File: src/hw/rtl/sns_pkg.sv
package sns_pkg;

    typedef enum logic [3:0] {
        OP_NONE,
        OP_INIT,
        OP_LOAD,
        OP_FIRE,
        OP_MUL_KV,
        OP_ADD_LIN,
        OP_MUL_V,
        OP_ADD_OFF,
        OP_SUB_U,
        OP_ADD_CUR,
        OP_MUL_STEP,
        OP_ADD_V,
        OP_MUL_BV,
        OP_MUL_A,
        OP_ADD_U,
        OP_WB
    } op_t;

    typedef struct packed {
        op_t op;
    } cmd_t;

    typedef struct packed {
        logic integrator;
    } status_t;

    localparam int CFG_INDEX_W = 1;
    localparam int CFG_DATA_W  = 2;

    localparam logic [CFG_INDEX_W-1:0] CFG_NEURON_KIND = 1'd0;
    localparam logic [CFG_INDEX_W-1:0] CFG_EXCITATORY  = 1'd1;

    localparam logic [1:0] KIND_TONIC      = 2'd0;
    localparam logic [1:0] KIND_PHASIC     = 2'd1;
    localparam logic [1:0] KIND_INTEGRATOR = 2'd2;
    localparam logic [1:0] KIND_GENERIC    = 2'd3;

    localparam logic signed [31:0] V_RESET = -32'sd4587520;
    localparam logic signed [31:0] U_RESET = -32'sd917504;

endpackage

File: src/hw/rtl/sns_ctrl.sv
module sns_ctrl
    import sns_pkg::*;
(
    input  logic    clk,
    input  logic    rst_n,
    input  logic    in_valid,
    output logic    in_ready,
    input  logic    in_action,
    output logic    out_valid,
    input  logic    out_ready,
    input  status_t status,
    output cmd_t    cmd
);

    typedef enum logic [2:0] {
        S_IDLE,
        S_FIRE,
        S_EULER,
        S_RECOV,
        S_WB
    } state_t;

    state_t     state_reg;
    state_t     state_next;
    logic [2:0] op_idx_reg;
    logic [2:0] op_idx_next;
    logic [1:0] step_reg;
    logic [1:0] step_next;
    logic       out_valid_reg;
    logic       out_valid_next;
    logic       accept;
    logic       slot_free;
    logic [1:0] last_step;

    assign in_ready  = (state_reg == S_IDLE);
    assign accept    = in_valid && in_ready;
    assign slot_free = !out_valid_reg || out_ready;
    assign out_valid = out_valid_reg;
    assign last_step = status.integrator ? 2'd3 : 2'd1;

    always_comb
    begin
        state_next     = state_reg;
        op_idx_next    = op_idx_reg;
        step_next      = step_reg;
        out_valid_next = out_valid_reg && !out_ready;
        cmd.op         = OP_NONE;
        unique case (state_reg)
            S_IDLE:
            begin
                if (accept)
                begin
                    op_idx_next = 3'd0;
                    step_next   = 2'd0;
                    if (in_action)
                    begin
                        cmd.op     = OP_LOAD;
                        state_next = S_FIRE;
                    end
                    else
                    begin
                        cmd.op     = OP_INIT;
                        state_next = S_WB;
                    end
                end
            end
            S_FIRE:
            begin
                cmd.op     = OP_FIRE;
                state_next = S_EULER;
            end
            S_EULER:
            begin
                unique case (op_idx_reg)
                    3'd0: cmd.op = OP_MUL_KV;
                    3'd1: cmd.op = OP_ADD_LIN;
                    3'd2: cmd.op = OP_MUL_V;
                    3'd3: cmd.op = OP_ADD_OFF;
                    3'd4: cmd.op = OP_SUB_U;
                    3'd5: cmd.op = OP_ADD_CUR;
                    3'd6: cmd.op = OP_MUL_STEP;
                    default: cmd.op = OP_ADD_V;
                endcase
                op_idx_next = op_idx_reg + 3'd1;
                if (op_idx_reg == 3'd7)
                begin
                    if (step_reg == last_step)
                    begin
                        state_next = S_RECOV;
                    end
                    else
                    begin
                        step_next = step_reg + 2'd1;
                    end
                end
            end
            S_RECOV:
            begin
                unique case (op_idx_reg[1:0])
                    2'd0: cmd.op = OP_MUL_BV;
                    2'd1: cmd.op = OP_SUB_U;
                    2'd2: cmd.op = OP_MUL_A;
                    default: cmd.op = OP_ADD_U;
                endcase
                op_idx_next = op_idx_reg + 3'd1;
                if (op_idx_reg[1:0] == 2'd3)
                begin
                    state_next = S_WB;
                end
            end
            S_WB:
            begin
                if (slot_free)
                begin
                    cmd.op         = OP_WB;
                    out_valid_next = 1'b1;
                    state_next     = S_IDLE;
                end
            end
            default:
            begin
                state_next = S_IDLE;
            end
        endcase
    end

    always_ff @(posedge clk or negedge rst_n)
    begin
        if (!rst_n)
        begin
            state_reg     <= S_IDLE;
            op_idx_reg    <= 3'd0;
            step_reg      <= 2'd0;
            out_valid_reg <= 1'b0;
        end
        else
        begin
            state_reg     <= state_next;
            op_idx_reg    <= op_idx_next;
            step_reg      <= step_next;
            out_valid_reg <= out_valid_next;
        end
    end

endmodule

File: src/hw/rtl/sns_datapath.sv
module sns_datapath
    import sns_pkg::*;
(
    input  logic                   clk,
    input  logic                   rst_n,
    input  cmd_t                   cmd,
    output status_t                status,
    input  logic signed [31:0]     current,
    input  logic                   cfg_write,
    input  logic [CFG_INDEX_W-1:0] cfg_index,
    input  logic [CFG_DATA_W-1:0]  cfg_data,
    output logic                   spiked,
    output logic signed [31:0]     membrane,
    output logic signed [31:0]     recovery
);

    localparam logic signed [31:0] TH_30     = 32'sd1966080;
    localparam logic signed [31:0] K_004     = 32'sd2621;
    localparam logic signed [31:0] K_5       = 32'sd327680;
    localparam logic signed [31:0] K_140     = 32'sd9175040;
    localparam logic signed [31:0] K_4_1     = 32'sd268698;
    localparam logic signed [31:0] K_108     = 32'sd7077888;
    localparam logic signed [31:0] K_HALF    = 32'sd32768;
    localparam logic signed [31:0] K_QUARTER = 32'sd16384;
    localparam logic signed [31:0] K_002     = 32'sd1311;
    localparam logic signed [31:0] K_01      = 32'sd6554;
    localparam logic signed [31:0] K_02      = 32'sd13107;
    localparam logic signed [31:0] K_025     = 32'sd16384;
    localparam logic signed [31:0] C_65      = -32'sd4259840;
    localparam logic signed [31:0] C_55      = -32'sd3604480;
    localparam logic signed [31:0] D_6       = 32'sd393216;
    localparam logic signed [31:0] D_2       = 32'sd131072;

    function automatic logic signed [31:0] sat_prod(input logic signed [47:0] x);
        logic signed [31:0] r;
        if (x > 48'sd2147483647)
        begin
            r = 32'sh7FFFFFFF;
        end
        else if (x < -48'sd2147483648)
        begin
            r = 32'sh80000000;
        end
        else
        begin
            r = x[31:0];
        end
        return r;
    endfunction

    function automatic logic signed [31:0] sat_sum(input logic signed [33:0] x);
        logic signed [31:0] r;
        if (x > 34'sd2147483647)
        begin
            r = 32'sh7FFFFFFF;
        end
        else if (x < -34'sd2147483648)
        begin
            r = 32'sh80000000;
        end
        else
        begin
            r = x[31:0];
        end
        return r;
    endfunction

    logic [1:0]         kind_reg;
    logic               exc_reg;
    logic signed [31:0] v_reg;
    logic signed [31:0] u_reg;
    logic signed [31:0] acc_reg;
    logic signed [31:0] cur_reg;
    logic               fired_reg;
    logic               spiked_reg;
    logic signed [31:0] membrane_reg;
    logic signed [31:0] recovery_reg;

    logic signed [31:0] p_a;
    logic signed [31:0] p_b;
    logic signed [31:0] p_c;
    logic signed [31:0] p_d;
    logic signed [31:0] p_lin;
    logic signed [31:0] p_off;
    logic signed [31:0] p_step;
    logic signed [31:0] init_v;
    logic signed [31:0] init_u;
    logic               integ;
    logic               slow_generic;

    logic signed [31:0] mul_x;
    logic signed [31:0] mul_y;
    logic signed [63:0] prod;
    logic signed [31:0] mul_res;
    logic signed [31:0] add_x;
    logic signed [31:0] add_y;
    logic               add_sub;
    logic signed [33:0] add_y_ext;
    logic signed [33:0] sum;
    logic signed [31:0] add_res;

    assign integ          = (kind_reg == KIND_INTEGRATOR);
    assign slow_generic   = (kind_reg == KIND_GENERIC) && !exc_reg;
    assign status.integrator = integ;

    assign p_a    = slow_generic ? K_01 : K_002;
    assign p_d    = slow_generic ? D_2 : D_6;
    assign p_c    = integ ? C_55 : C_65;
    assign p_lin  = integ ? K_4_1 : K_5;
    assign p_off  = integ ? K_108 : K_140;
    assign p_step = integ ? K_QUARTER : K_HALF;

    always_comb
    begin
        unique case (kind_reg)
            KIND_TONIC:
            begin
                p_b    = K_02;
                init_v = -32'sd4587520;
                init_u = -32'sd917504;
            end
            KIND_PHASIC:
            begin
                p_b    = K_025;
                init_v = -32'sd4194304;
                init_u = -32'sd1048576;
            end
            KIND_INTEGRATOR:
            begin
                p_b    = -K_01;
                init_v = -32'sd3932160;
                init_u = 32'sd393216;
            end
            default:
            begin
                p_b    = K_025;
                init_v = -32'sd4194304;
                init_u = -32'sd838861;
            end
        endcase
    end

    always_comb
    begin
        mul_x   = K_004;
        mul_y   = v_reg;
        add_x   = acc_reg;
        add_y   = p_lin;
        add_sub = 1'b0;
        case (cmd.op)
            OP_MUL_V:
            begin
                mul_x = acc_reg;
            end
            OP_MUL_STEP:
            begin
                mul_x = p_step;
                mul_y = acc_reg;
            end
            OP_MUL_BV:
            begin
                mul_x = p_b;
            end
            OP_MUL_A:
            begin
                mul_x = p_a;
                mul_y = acc_reg;
            end
            OP_ADD_OFF:
            begin
                add_y = p_off;
            end
            OP_SUB_U:
            begin
                add_y   = u_reg;
                add_sub = 1'b1;
            end
            OP_ADD_CUR:
            begin
                add_y = cur_reg;
            end
            OP_ADD_V:
            begin
                add_x = v_reg;
                add_y = acc_reg;
            end
            OP_ADD_U:
            begin
                add_x = u_reg;
                add_y = acc_reg;
            end
            OP_FIRE:
            begin
                add_x = u_reg;
                add_y = p_d;
            end
            default:
            begin
                mul_x = K_004;
            end
        endcase
    end

    assign prod      = mul_x * mul_y;
    assign mul_res   = sat_prod(prod[63:16]);
    assign add_y_ext = add_sub ? -{{2{add_y[31]}}, add_y} : {{2{add_y[31]}}, add_y};
    assign sum       = {{2{add_x[31]}}, add_x} + add_y_ext;
    assign add_res   = sat_sum(sum);

    always_ff @(posedge clk or negedge rst_n)
    begin
        if (!rst_n)
        begin
            kind_reg <= KIND_TONIC;
            exc_reg  <= 1'b1;
            v_reg    <= V_RESET;
            u_reg    <= U_RESET;
        end
        else
        begin
            if (cfg_write)
            begin
                case (cfg_index)
                    CFG_NEURON_KIND: kind_reg <= cfg_data;
                    CFG_EXCITATORY:  exc_reg  <= cfg_data[0];
                    default:         kind_reg <= kind_reg;
                endcase
            end
            case (cmd.op)
                OP_INIT:
                begin
                    v_reg <= init_v;
                    u_reg <= init_u;
                end
                OP_FIRE:
                begin
                    if (v_reg >= TH_30)
                    begin
                        v_reg <= p_c;
                        u_reg <= add_res;
                    end
                end
                OP_ADD_V: v_reg <= add_res;
                OP_ADD_U: u_reg <= add_res;
                default:  v_reg <= v_reg;
            endcase
        end
    end

    always_ff @(posedge clk)
    begin
        case (cmd.op)
            OP_INIT:     fired_reg <= 1'b0;
            OP_LOAD:
            begin
                cur_reg   <= current;
                fired_reg <= 1'b0;
            end
            OP_FIRE:     fired_reg <= (v_reg >= TH_30);
            OP_MUL_KV,
            OP_MUL_V,
            OP_MUL_STEP,
            OP_MUL_BV,
            OP_MUL_A:    acc_reg <= mul_res;
            OP_ADD_LIN,
            OP_ADD_OFF,
            OP_SUB_U,
            OP_ADD_CUR:  acc_reg <= add_res;
            OP_WB:
            begin
                spiked_reg   <= fired_reg;
                membrane_reg <= v_reg;
                recovery_reg <= u_reg;
            end
            default:     acc_reg <= acc_reg;
        endcase
    end

    assign spiked   = spiked_reg;
    assign membrane = membrane_reg;
    assign recovery = recovery_reg;

endmodule

File: src/hw/rtl/spiking_neuron_step.sv
// Channel   Direction  Handshake                     Contents
// s_axis    in         s_axis_tvalid/s_axis_tready   tuser: action; tdata: current
// m_axis    out        m_axis_tvalid/m_axis_tready   tuser: spiked; tdata: membrane, recovery
// cfg       in         cfg_valid/cfg_ready           cfg_index, cfg_data
//
// A tick request runs one load, one spike test, eight operations per Euler step on one shared
// multiplier and one saturating adder, four for the recovery update and one write-back.
// An init request loads the initial state of the kind, then writes back.
// Requests are handled one at a time.
// The result register frees the core, so the next request is taken while a result waits.
// Reset loads the tonic state and the default configuration at once.
module spiking_neuron_step
    import sns_pkg::*;
(
    input  logic                   clk,
    input  logic                   rst_n,
    input  logic                   s_axis_tvalid,
    output logic                   s_axis_tready,
    input  logic [31:0]            s_axis_tdata,   // [31:0] current
    input  logic                   s_axis_tuser,   // [0] action
    output logic                   m_axis_tvalid,
    input  logic                   m_axis_tready,
    output logic [63:0]            m_axis_tdata,   // [31:0] membrane, [63:32] recovery
    output logic                   m_axis_tuser,   // [0] spiked
    input  logic                   cfg_valid,
    output logic                   cfg_ready,
    input  logic [CFG_INDEX_W-1:0] cfg_index,
    input  logic [CFG_DATA_W-1:0]  cfg_data
);

    cmd_t               cmd;
    status_t            status;
    logic signed [31:0] membrane;
    logic signed [31:0] recovery;

    assign cfg_ready = 1'b1;

    sns_ctrl u_ctrl (
        .clk       (clk),
        .rst_n     (rst_n),
        .in_valid  (s_axis_tvalid),
        .in_ready  (s_axis_tready),
        .in_action (s_axis_tuser),
        .out_valid (m_axis_tvalid),
        .out_ready (m_axis_tready),
        .status    (status),
        .cmd       (cmd)
    );

    sns_datapath u_datapath (
        .clk       (clk),
        .rst_n     (rst_n),
        .cmd       (cmd),
        .status    (status),
        .current   ($signed(s_axis_tdata)),
        .cfg_write (cfg_valid && cfg_ready),
        .cfg_index (cfg_index),
        .cfg_data  (cfg_data),
        .spiked    (m_axis_tuser),
        .membrane  (membrane),
        .recovery  (recovery)
    );

    assign m_axis_tdata = {recovery, membrane};

endmodule

File: config.mk
export PLATFORM = sky130hd
export DESIGN_NAME = spiking_neuron_step
export DESIGN_NICKNAME = d
export VERILOG_FILES = /design/src/hw/rtl/sns_pkg.sv /design/src/hw/rtl/sns_ctrl.sv /design/src/hw/rtl/sns_datapath.sv /design/src/hw/rtl/spiking_neuron_step.sv
export SDC_FILE = /design/constraint.sdc
export NUM_CORES = 2
export LEC_CHECK = 0
export BUFFER_PORTS_ARGS = -buffer_cell sky130_fd_sc_hd__buf_2
export CAP_MARGIN = 20
export CELL_PAD_IN_SITES_DETAIL_PLACEMENT = 1
export CELL_PAD_IN_SITES_GLOBAL_PLACEMENT = 1
export CORE_MARGIN = 8
export CORE_UTILIZATION = 47
export CTS_BUF_LIST = sky130_fd_sc_hd__clkbuf_4
export CTS_CLUSTER_DIAMETER = 80
export DETAILED_ROUTE_END_ITERATION = 10
export HOLD_SLACK_MARGIN = 0.15
export PLACE_DENSITY = 0.78
export RECOVER_POWER = 25
export SETUP_SLACK_MARGIN = 0.05
export SYNTH_ARGS = -nofsm -noshare
export SYNTH_HDL_FRONTEND = slang
export SYNTH_SLANG_ARGS = --single-unit
File: constraint.sdc
create_clock -name clk -period 11.1 [get_ports clk]
set_input_delay 1.11 -clock clk [delete_from_list [all_inputs] [get_ports clk]]
set_output_delay 1.11 -clock clk [all_outputs]
set_load 0.05 [all_outputs]
-- Yosys cells after proc, flatten, opt, wreduce, memory -nomap -nowiden
Cells that the tools add are included.
- multiplexer cells: 47
- add/sub/neg operators: 4
- multiply operators: 1
- reduce and logical (&&, ||, !) cells: 31
- $lt $le $gt $ge: 5
- bitwise gates (word level): 1
- equal/unequal tests: 40
- operator list (cell ; count):
    case mux 32 bit (3 select lines) ; 3
    two-way mux 32 bit ; 7
    case mux 32 bit (2 select lines) ; 3
    case mux 32 bit (5 select lines) ; 1
    case mux 32 bit (4 select lines) ; 1
    multiplier 32 x 32 -> 64 bit ; 1
    greater-than comparator 48 x 32 -> 1 bit (second input constant) ; 1
    < comparator 48 x 32 -> 1 bit (second input constant) ; 1
    case mux 23 bit (2 select lines) ; 1
    adder 34 bit ; 1
    greater-than comparator 34 x 32 -> 1 bit (second input constant) ; 1
    < comparator 34 x 32 -> 1 bit (second input constant) ; 1
    two-way mux 34 bit ; 1
    negation 34 bit ; 1
    equality test 4 bit (second input constant) ; 8
    >= comparator 32 x 22 -> 1 bit (second input constant) ; 1
    case mux 4 bit (7 select lines) ; 1
    two-way mux 24 bit ; 1
    two-way mux 23 bit ; 1
    two-way mux 3 bit ; 7
    case mux 4 bit (5 select lines) ; 1
    two-way mux 19 bit ; 1
    two-way mux 17 bit ; 1
    equality test 4 x 3 -> 1 bit (second input constant) ; 4
    other kinds (36) ; 79
- output and inout port bits: 68
- bits of input ports: 41
- logic and storage cells: 143
- bits in registers: 206

-- Longest topological paths before layout
- depth in word-level cells: 15
- gate-level depth with buffers: 46
- gate-level depth less buffers: 40

-- Modules after synthesis
A second synthesis with hierarchy kept.
- cells, all modules: 5424
- area, all modules: 49278.5 µm²
- modules (own cells, without submodules) (module ; times used ; cells an instance ; area each (µm²)):
    sns_datapath ; 1 ; 5331 ; 48499.0
    sns_ctrl ; 1 ; 91 ; 768.2
    spiking_neuron_step ; 1 ; 2 ; 11.3

-- Least setup slack after synthesis
OpenSTA, ideal clock, no wires.
- path type: in2reg
- start: in s_axis_tvalid
- end: reg u_datapath.acc_reg[17] (data pin)
- path buffers: 6
- arrival time: 11829 ps
- library setup time: 275 ps
- setup slack: -1004 ps
- cell stages on the path: 36
- cells stage by stage: or4b_1 > buf_4 > nor2_8 > nor4_4 > and3_1 > clkbuf_2 > nor2_1 > clkbuf_1 > clkbuf_1 > a21oi_1 > nor2_1 > fa_1 > fa_1 > fa_1 > fa_1 > inv_1 > fa_1 > inv_1 > fa_1 > fa_1 > fa_1 > ha_1 > clkbuf_1 > a21o_1 > a21o_1 > a21o_1 > a21oi_1 > o21a_1 > o21ai_0 > or3_1 > o2111ai_1 > o2111ai_1 > a2111o_1 > o32ai_2 > buf_2 > a22oi_1
- cells in the longest elaborated chain, start to end: 13
- elaborated cells between the ends (all ways): 38
- those cells by class: add/sub (2); mul (1); order compare (4); eq/ne (12); mux (13); reduce/logical (6)
- RTL lines (element ; RTL line ; text):
    from (decl) ; spiking_neuron_step.sv:17 ; input logic s_axis_tvalid,
    logical AND 1 bit * ; sns_ctrl.sv:36 ; assign accept = in_valid && in_ready;
    two-way mux 4 bit * ; sns_ctrl.sv:51 ; if (accept)
    case mux 4 bit (5 select lines) * ; sns_ctrl.sv:48 ; unique case (state_reg)
    equality test 4 bit ; sns_datapath.sv:150 ; case (cmd.op)
    OR reduction 2 bit (no source line) ; -- ;
    case mux 32 bit (5 select lines) ; sns_datapath.sv:150 ;
    negation 34 bit ; sns_datapath.sv:206 ; assign add_y_ext = add_sub ? -{{2{add_y[31]}}, add_y} : {{2{add_y[31]}}, add_y};
    two-way mux 34 bit ; sns_datapath.sv:206 ;
    adder 34 bit ; sns_datapath.sv:207 ; assign sum = {{2{add_x[31]}}, add_x} + add_y_ext;
    < comparator 34 x 32 -> 1 bit ; sns_datapath.sv:57 ; else if (x < -34'sd2147483648)
    two-way mux 32 bit ; sns_datapath.sv:57 ;
    two-way mux 32 bit ; sns_datapath.sv:53 ; if (x > 34'sd2147483647)
    case mux 32 bit (2 select lines) * ; sns_datapath.sv:252 ; case (cmd.op)
    to (signal assigned) ; sns_datapath.sv:264 ; OP_MUL_A: acc_reg <= mul_res;
    to (signal assigned) ; sns_datapath.sv:268 ; OP_ADD_CUR: acc_reg <= add_res;
    to (signal assigned) ; sns_datapath.sv:275 ; default: acc_reg <= acc_reg;
    to (decl) ; sns_datapath.sv:72 ; logic signed [31:0] acc_reg;
Mark *: on every way between the ends. The rest lies on a longest branch, timed or not.
A chain may end at the register's enable or synchronous reset.

-- Final worst setup path
- start: reg u_ctrl.op_idx_reg[1]
- end: reg u_datapath.acc_reg[7] (data pin)
- cells in the longest elaborated chain, start to end: 13
- elaborated cells between the ends (all ways): 48
- those cells by class: add/sub (2); mul (1); order compare (4); eq/ne (20); mux (14); reduce/logical (7)
- RTL lines (element ; RTL line ; text):
    from (decl) ; sns_ctrl.sv:25 ; logic [2:0] op_idx_reg;
    from (signal assigned) ; sns_ctrl.sv:139 ; op_idx_reg <= op_idx_next;
    equality test 3 bit (tied with other cells) ; sns_ctrl.sv:74 ; unique case (op_idx_reg)
    case mux 4 bit (7 select lines) or case mux 3 bit (3 select lines) (tied branches) ; sns_ctrl.sv:74, sns_ctrl.sv:99 ;
    case mux 4 bit (5 select lines) * ; sns_ctrl.sv:48 ;
    equality test 4 bit ; sns_datapath.sv:150 ;
    OR reduction 2 bit (no source line) ; -- ;
    case mux 32 bit (5 select lines) ; sns_datapath.sv:150 ;
    negation 34 bit ; sns_datapath.sv:206 ;
    two-way mux 34 bit ; sns_datapath.sv:206 ;
    adder 34 bit ; sns_datapath.sv:207 ;
    < comparator 34 x 32 -> 1 bit ; sns_datapath.sv:57 ;
    two-way mux 32 bit ; sns_datapath.sv:57 ;
    two-way mux 32 bit ; sns_datapath.sv:53 ;
    case mux 32 bit (2 select lines) * ; sns_datapath.sv:252 ;
Marked as above.

==> metrics.md <==
| Metric | Value |
|---|---|
| Hold_buf cts | `0` |
| NumNets Final | `about 7500` |
| Area fraction in compound gates after synthesis | `under 10%` |
| Nature of the critical path endpoint | `flop` |
| Tmin final | `roughly 11 ns` |
| Fin util | `between 50% and 60%` |
| Worst r2r src | `u_ctrl.op_idx_reg[1]` |
| Relative slew slack | `a little over a fifth` |
| Worst reg2reg path depth | `39` |
| Root Buffer | `clkbuf_4` |
| Pre-CTS setup slack | `-0.871 ns` |
| Post-synth top area share | `44.3%` |
| IO Pins | `around 110` |
| Seq cells post-synth | `roughly 210` |
| Final Max Tran Viols | `0` |
| Worst-Margin Slew | `~1.2 ns` |
| Main synth FF type | `edfxtp_1` |
| Final Cell Area | `59700 sq um` |
| Area leader, netlist | `fa_1` |
| Post-DP Area | `57300 sq um` |
| Post-synth EDFFs | `130` |
| Antenna violations before repair | `8` |
| RSZ-0062 raised after global routing | `yes` |
| Tot GR Track Use | `about 37%` |
| Vias per inst | `slightly below 6` |
| WL per Instance | `28.2 microns` |
| Synth cell types | `a little under 100` |
| Fmax | `a little under 90 MHz` |
| Fin crit share | `102%` |
| Max Buffers Root-to-Sink | `3` |
| Worst EP arrival | `approximately 12 ns` |
| Register area share after synthesis | `between 10% and 20%` |
| Final setup TNS | `-4.74 ns` |
| Post-synthesis mux area share | `1.34%` |
| Cells on Worst Hold Path | `0` |
| Via count | `44600` |
| Largest family of logic cells by synthesized area | `adder cells` |
| Post-Syn Area | `just under 50000 sq um` |
| Final setup fails | `31` |
| DRT Pass-1 Iters | `6` |
| Layout cell share with drive strength beyond 1 | `between 20% and 30%` |
| Die width | `approximately 340 microns` |
| Max cap viols | `0` |
| Area Growth Syn to Fin | `22.0%` |
| Largest net degree at the start of global routing | `between 60 and 70` |
| Gpl congestion | `slightly below 1` |
| Cells after Synth | `5415` |
| Max incr delay on CP | `0.62 ns` |
| Setup ws final | `-0.220 ns` |
| Min-delay worst type | `reg -> reg` |
| Residual DRC | `0` |
| Worst hold start | `u_datapath.fired_reg` |
| Vias in the first global route | `around 51000` |
| PortBufs | `107` |
| Largest cells by area after synthesis | `fa_1, inv_1, edfxtp_1` |
| Outcome | `complete, but fails checks` |
| Final Hold Fails | `0` |
| Routed wire length | `213000 microns` |
| CTS Sinks | `around 200` |
| Final clock skew | `0.0950 ns` |
| CTS HTree Levels | `2` |
| CP startpoint kind | `flop` |
| Die area | `approximately 110000 sq um` |
| Fillers | `between 10000 and 15000` |
| Initial core utilization | `~47%` |
| CTS tree | `yes` |
| Most used cell along the critical path | `fa_1` |
| Core area | `103000 sq um` |
| Clk slew on worst S/H paths | `0.08 ns` |
| Post-synthesis simple-gate area fraction | `approximately 15%` |
| Failing checks | `setup timing` |
| Clk_lat worst skew | `0.76 ns` |
| Worst path slowest cell | `fa_1` |
| Mapped Nets | `about 6800` |
| First-pass GRT wire length | `between 300000 and 400000 microns` |
| Ys async rst share | `36.9%` |
| Worst R2R End | `u_datapath.acc_reg[7]` |
| 1st-iter DRT viols | `3865` |
| Xor and xnor area share after synthesis | `2.01%` |
| ANT nets after route | `0` |
| Hold endpoint | `u_datapath.spiked` |
| R2R Setup Slk | `-0.22 ns` |
| Post-Synth Adder-Cell Area | `about half` |
| Worst EP required | `11.52 ns` |
| Worst-path fanout max | `26` |
| CP Class | `reg -> reg` |
| Row count | `roughly 120` |
| Num CTS Buffers | `approximately 50` |
| Post-DP HPWL | `about 180000 microns` |
| Chip height | `around 340 microns` |
| Global route overflow | `0` |
| Yosys warns | `0` |
| Syn Area/Cell | `9.03 sq um` |
==> stage by stage <==
step | hold WS (ns) | instances
2_1_floorplan | 0.400 | 5415
3_3_place_gp | 0.428 | 7390
3_5_place_dp | 0.442 | 7390
4_1_cts | 0.411 | 7533
5_1_grt | 0.452 | 7563
6_report | 0.460 | 7565
==> per-layer routing <==
| layer | routed length (microns) | up-vias | track usage (%) |
|---|---|---|---|
| li1 | - | 18300 | - |
| met3 | 18200 | 808 | 7.05 |
| met1 | 77100 | 23200 | 44.3 |
| met2 | 100000 | 2363 | 59.7 |
| met4 | 17900 | 4 | 24.2 |
| met5 | 69 | - | 0 |
==> cells by family after synthesis <==
family,after synthesis
AND/OR/NAND/NOR,1679
buffers and inverters,1321
adder cells (fa/ha/maj),1303
AO/OA/AOI/OAI,731
flip-flops,206
XOR/XNOR,112
multiplexers,62
other,1
==> area by class of cell <==
cell class                      instances  area [sq um]  area share [%]
Multi-Input combinational cell       3889         39100            65.6
Timing Repair Buffer                  954          8400            14.1
Sequential cell                       206          5840            9.79
Inverter                             1042          3920            6.56
Tap cell                             1380          1730            2.89
Clock buffer                           71           533           0.893
Clock inverter                         20           116           0.195
Antenna cell                            3          7.51          0.0126
==> cells in the mapped netlist, types with 9 or more instances <==
cell type  count
fa_1        1082
inv_1       1041
nand2_1      814
nor2_1       556
clkbuf_1     228
ha_1         221
a21oi_1      211
edfxtp_1     130
o21ai_0       99
xnor2_1       83
a21o_1        82
o21ai_1       63
nor3_1        61
dfrtp_1       49
nand4_1       46
mux2i_1       38
nand3_1       37
a22oi_1       34
and2_1        29
xor2_1        29
dfstp_2       27
buf_2         26
nor2b_1       25
mux2_2        23
o211ai_1      23
a31oi_1       22
o21bai_1      21
nand2b_1      20
and3_1        18
a211oi_1      17
a221o_1       16
buf_1         14
or3_1         14
or2_2         13
o21a_1        12
a211o_1       10
a2bb2oi_2     10
buf_4          9
nor4_1         9
o31ai_1        9
==> cells in the final DEF (no fill, tap or decap), types with 30 or more instances in the layout <==
cell type,n
a21o_1,80
a21oi_1,179
a21oi_2,30
a22oi_1,31
buf_12,97
buf_2,103
buf_4,711
clkbuf_4,71
dfrtp_1,49
edfxtp_1,130
fa_1,1048
fa_2,34
ha_1,201
inv_1,1028
nand2_1,804
nand3_1,34
nand4_1,46
nor2_1,534
nor3_1,56
o21ai_0,86
o21ai_1,71
xnor2_1,82
==> critical path, delay by kind of cell, from the launching register on <==
family,cells,cell delay (ns)
flops,1,0.40
simple gates,8,1.91
xor+xnor,1,0.15
compound gates,8,1.80
buf+inv,11,1.87
fa+ha+maj,11,4.82
==> worst max path at each step <==
stage	startpoint	endpoint	slack [ns]	depth (start not counted)
after floorplan	s_axis_tvalid	u_datapath.acc_reg[4]	0.02	37
after global placement	s_axis_tvalid	u_datapath.acc_reg[0]	-0.84	34
after detailed placement	s_axis_tvalid	u_datapath.acc_reg[0]	-0.87	37
after CTS	u_ctrl.op_idx_reg[1]	u_datapath.acc_reg[19]	0.06	44
after global routing	u_ctrl.op_idx_reg[1]	u_datapath.acc_reg[0]	-0.53	44
final	u_ctrl.op_idx_reg[1]	u_datapath.acc_reg[7]	-0.22	39
==> what timing repair did <==
item	CTS	global route
pin swaps	81	48
setup buffers	47	21
gates cloned	5	4
gates resized for setup	144	78
endpoints found under the setup margin	32	32
Power is not shown: default switching activity piles up to over one toggle a cycle in this logic, so the estimate is an artifact.
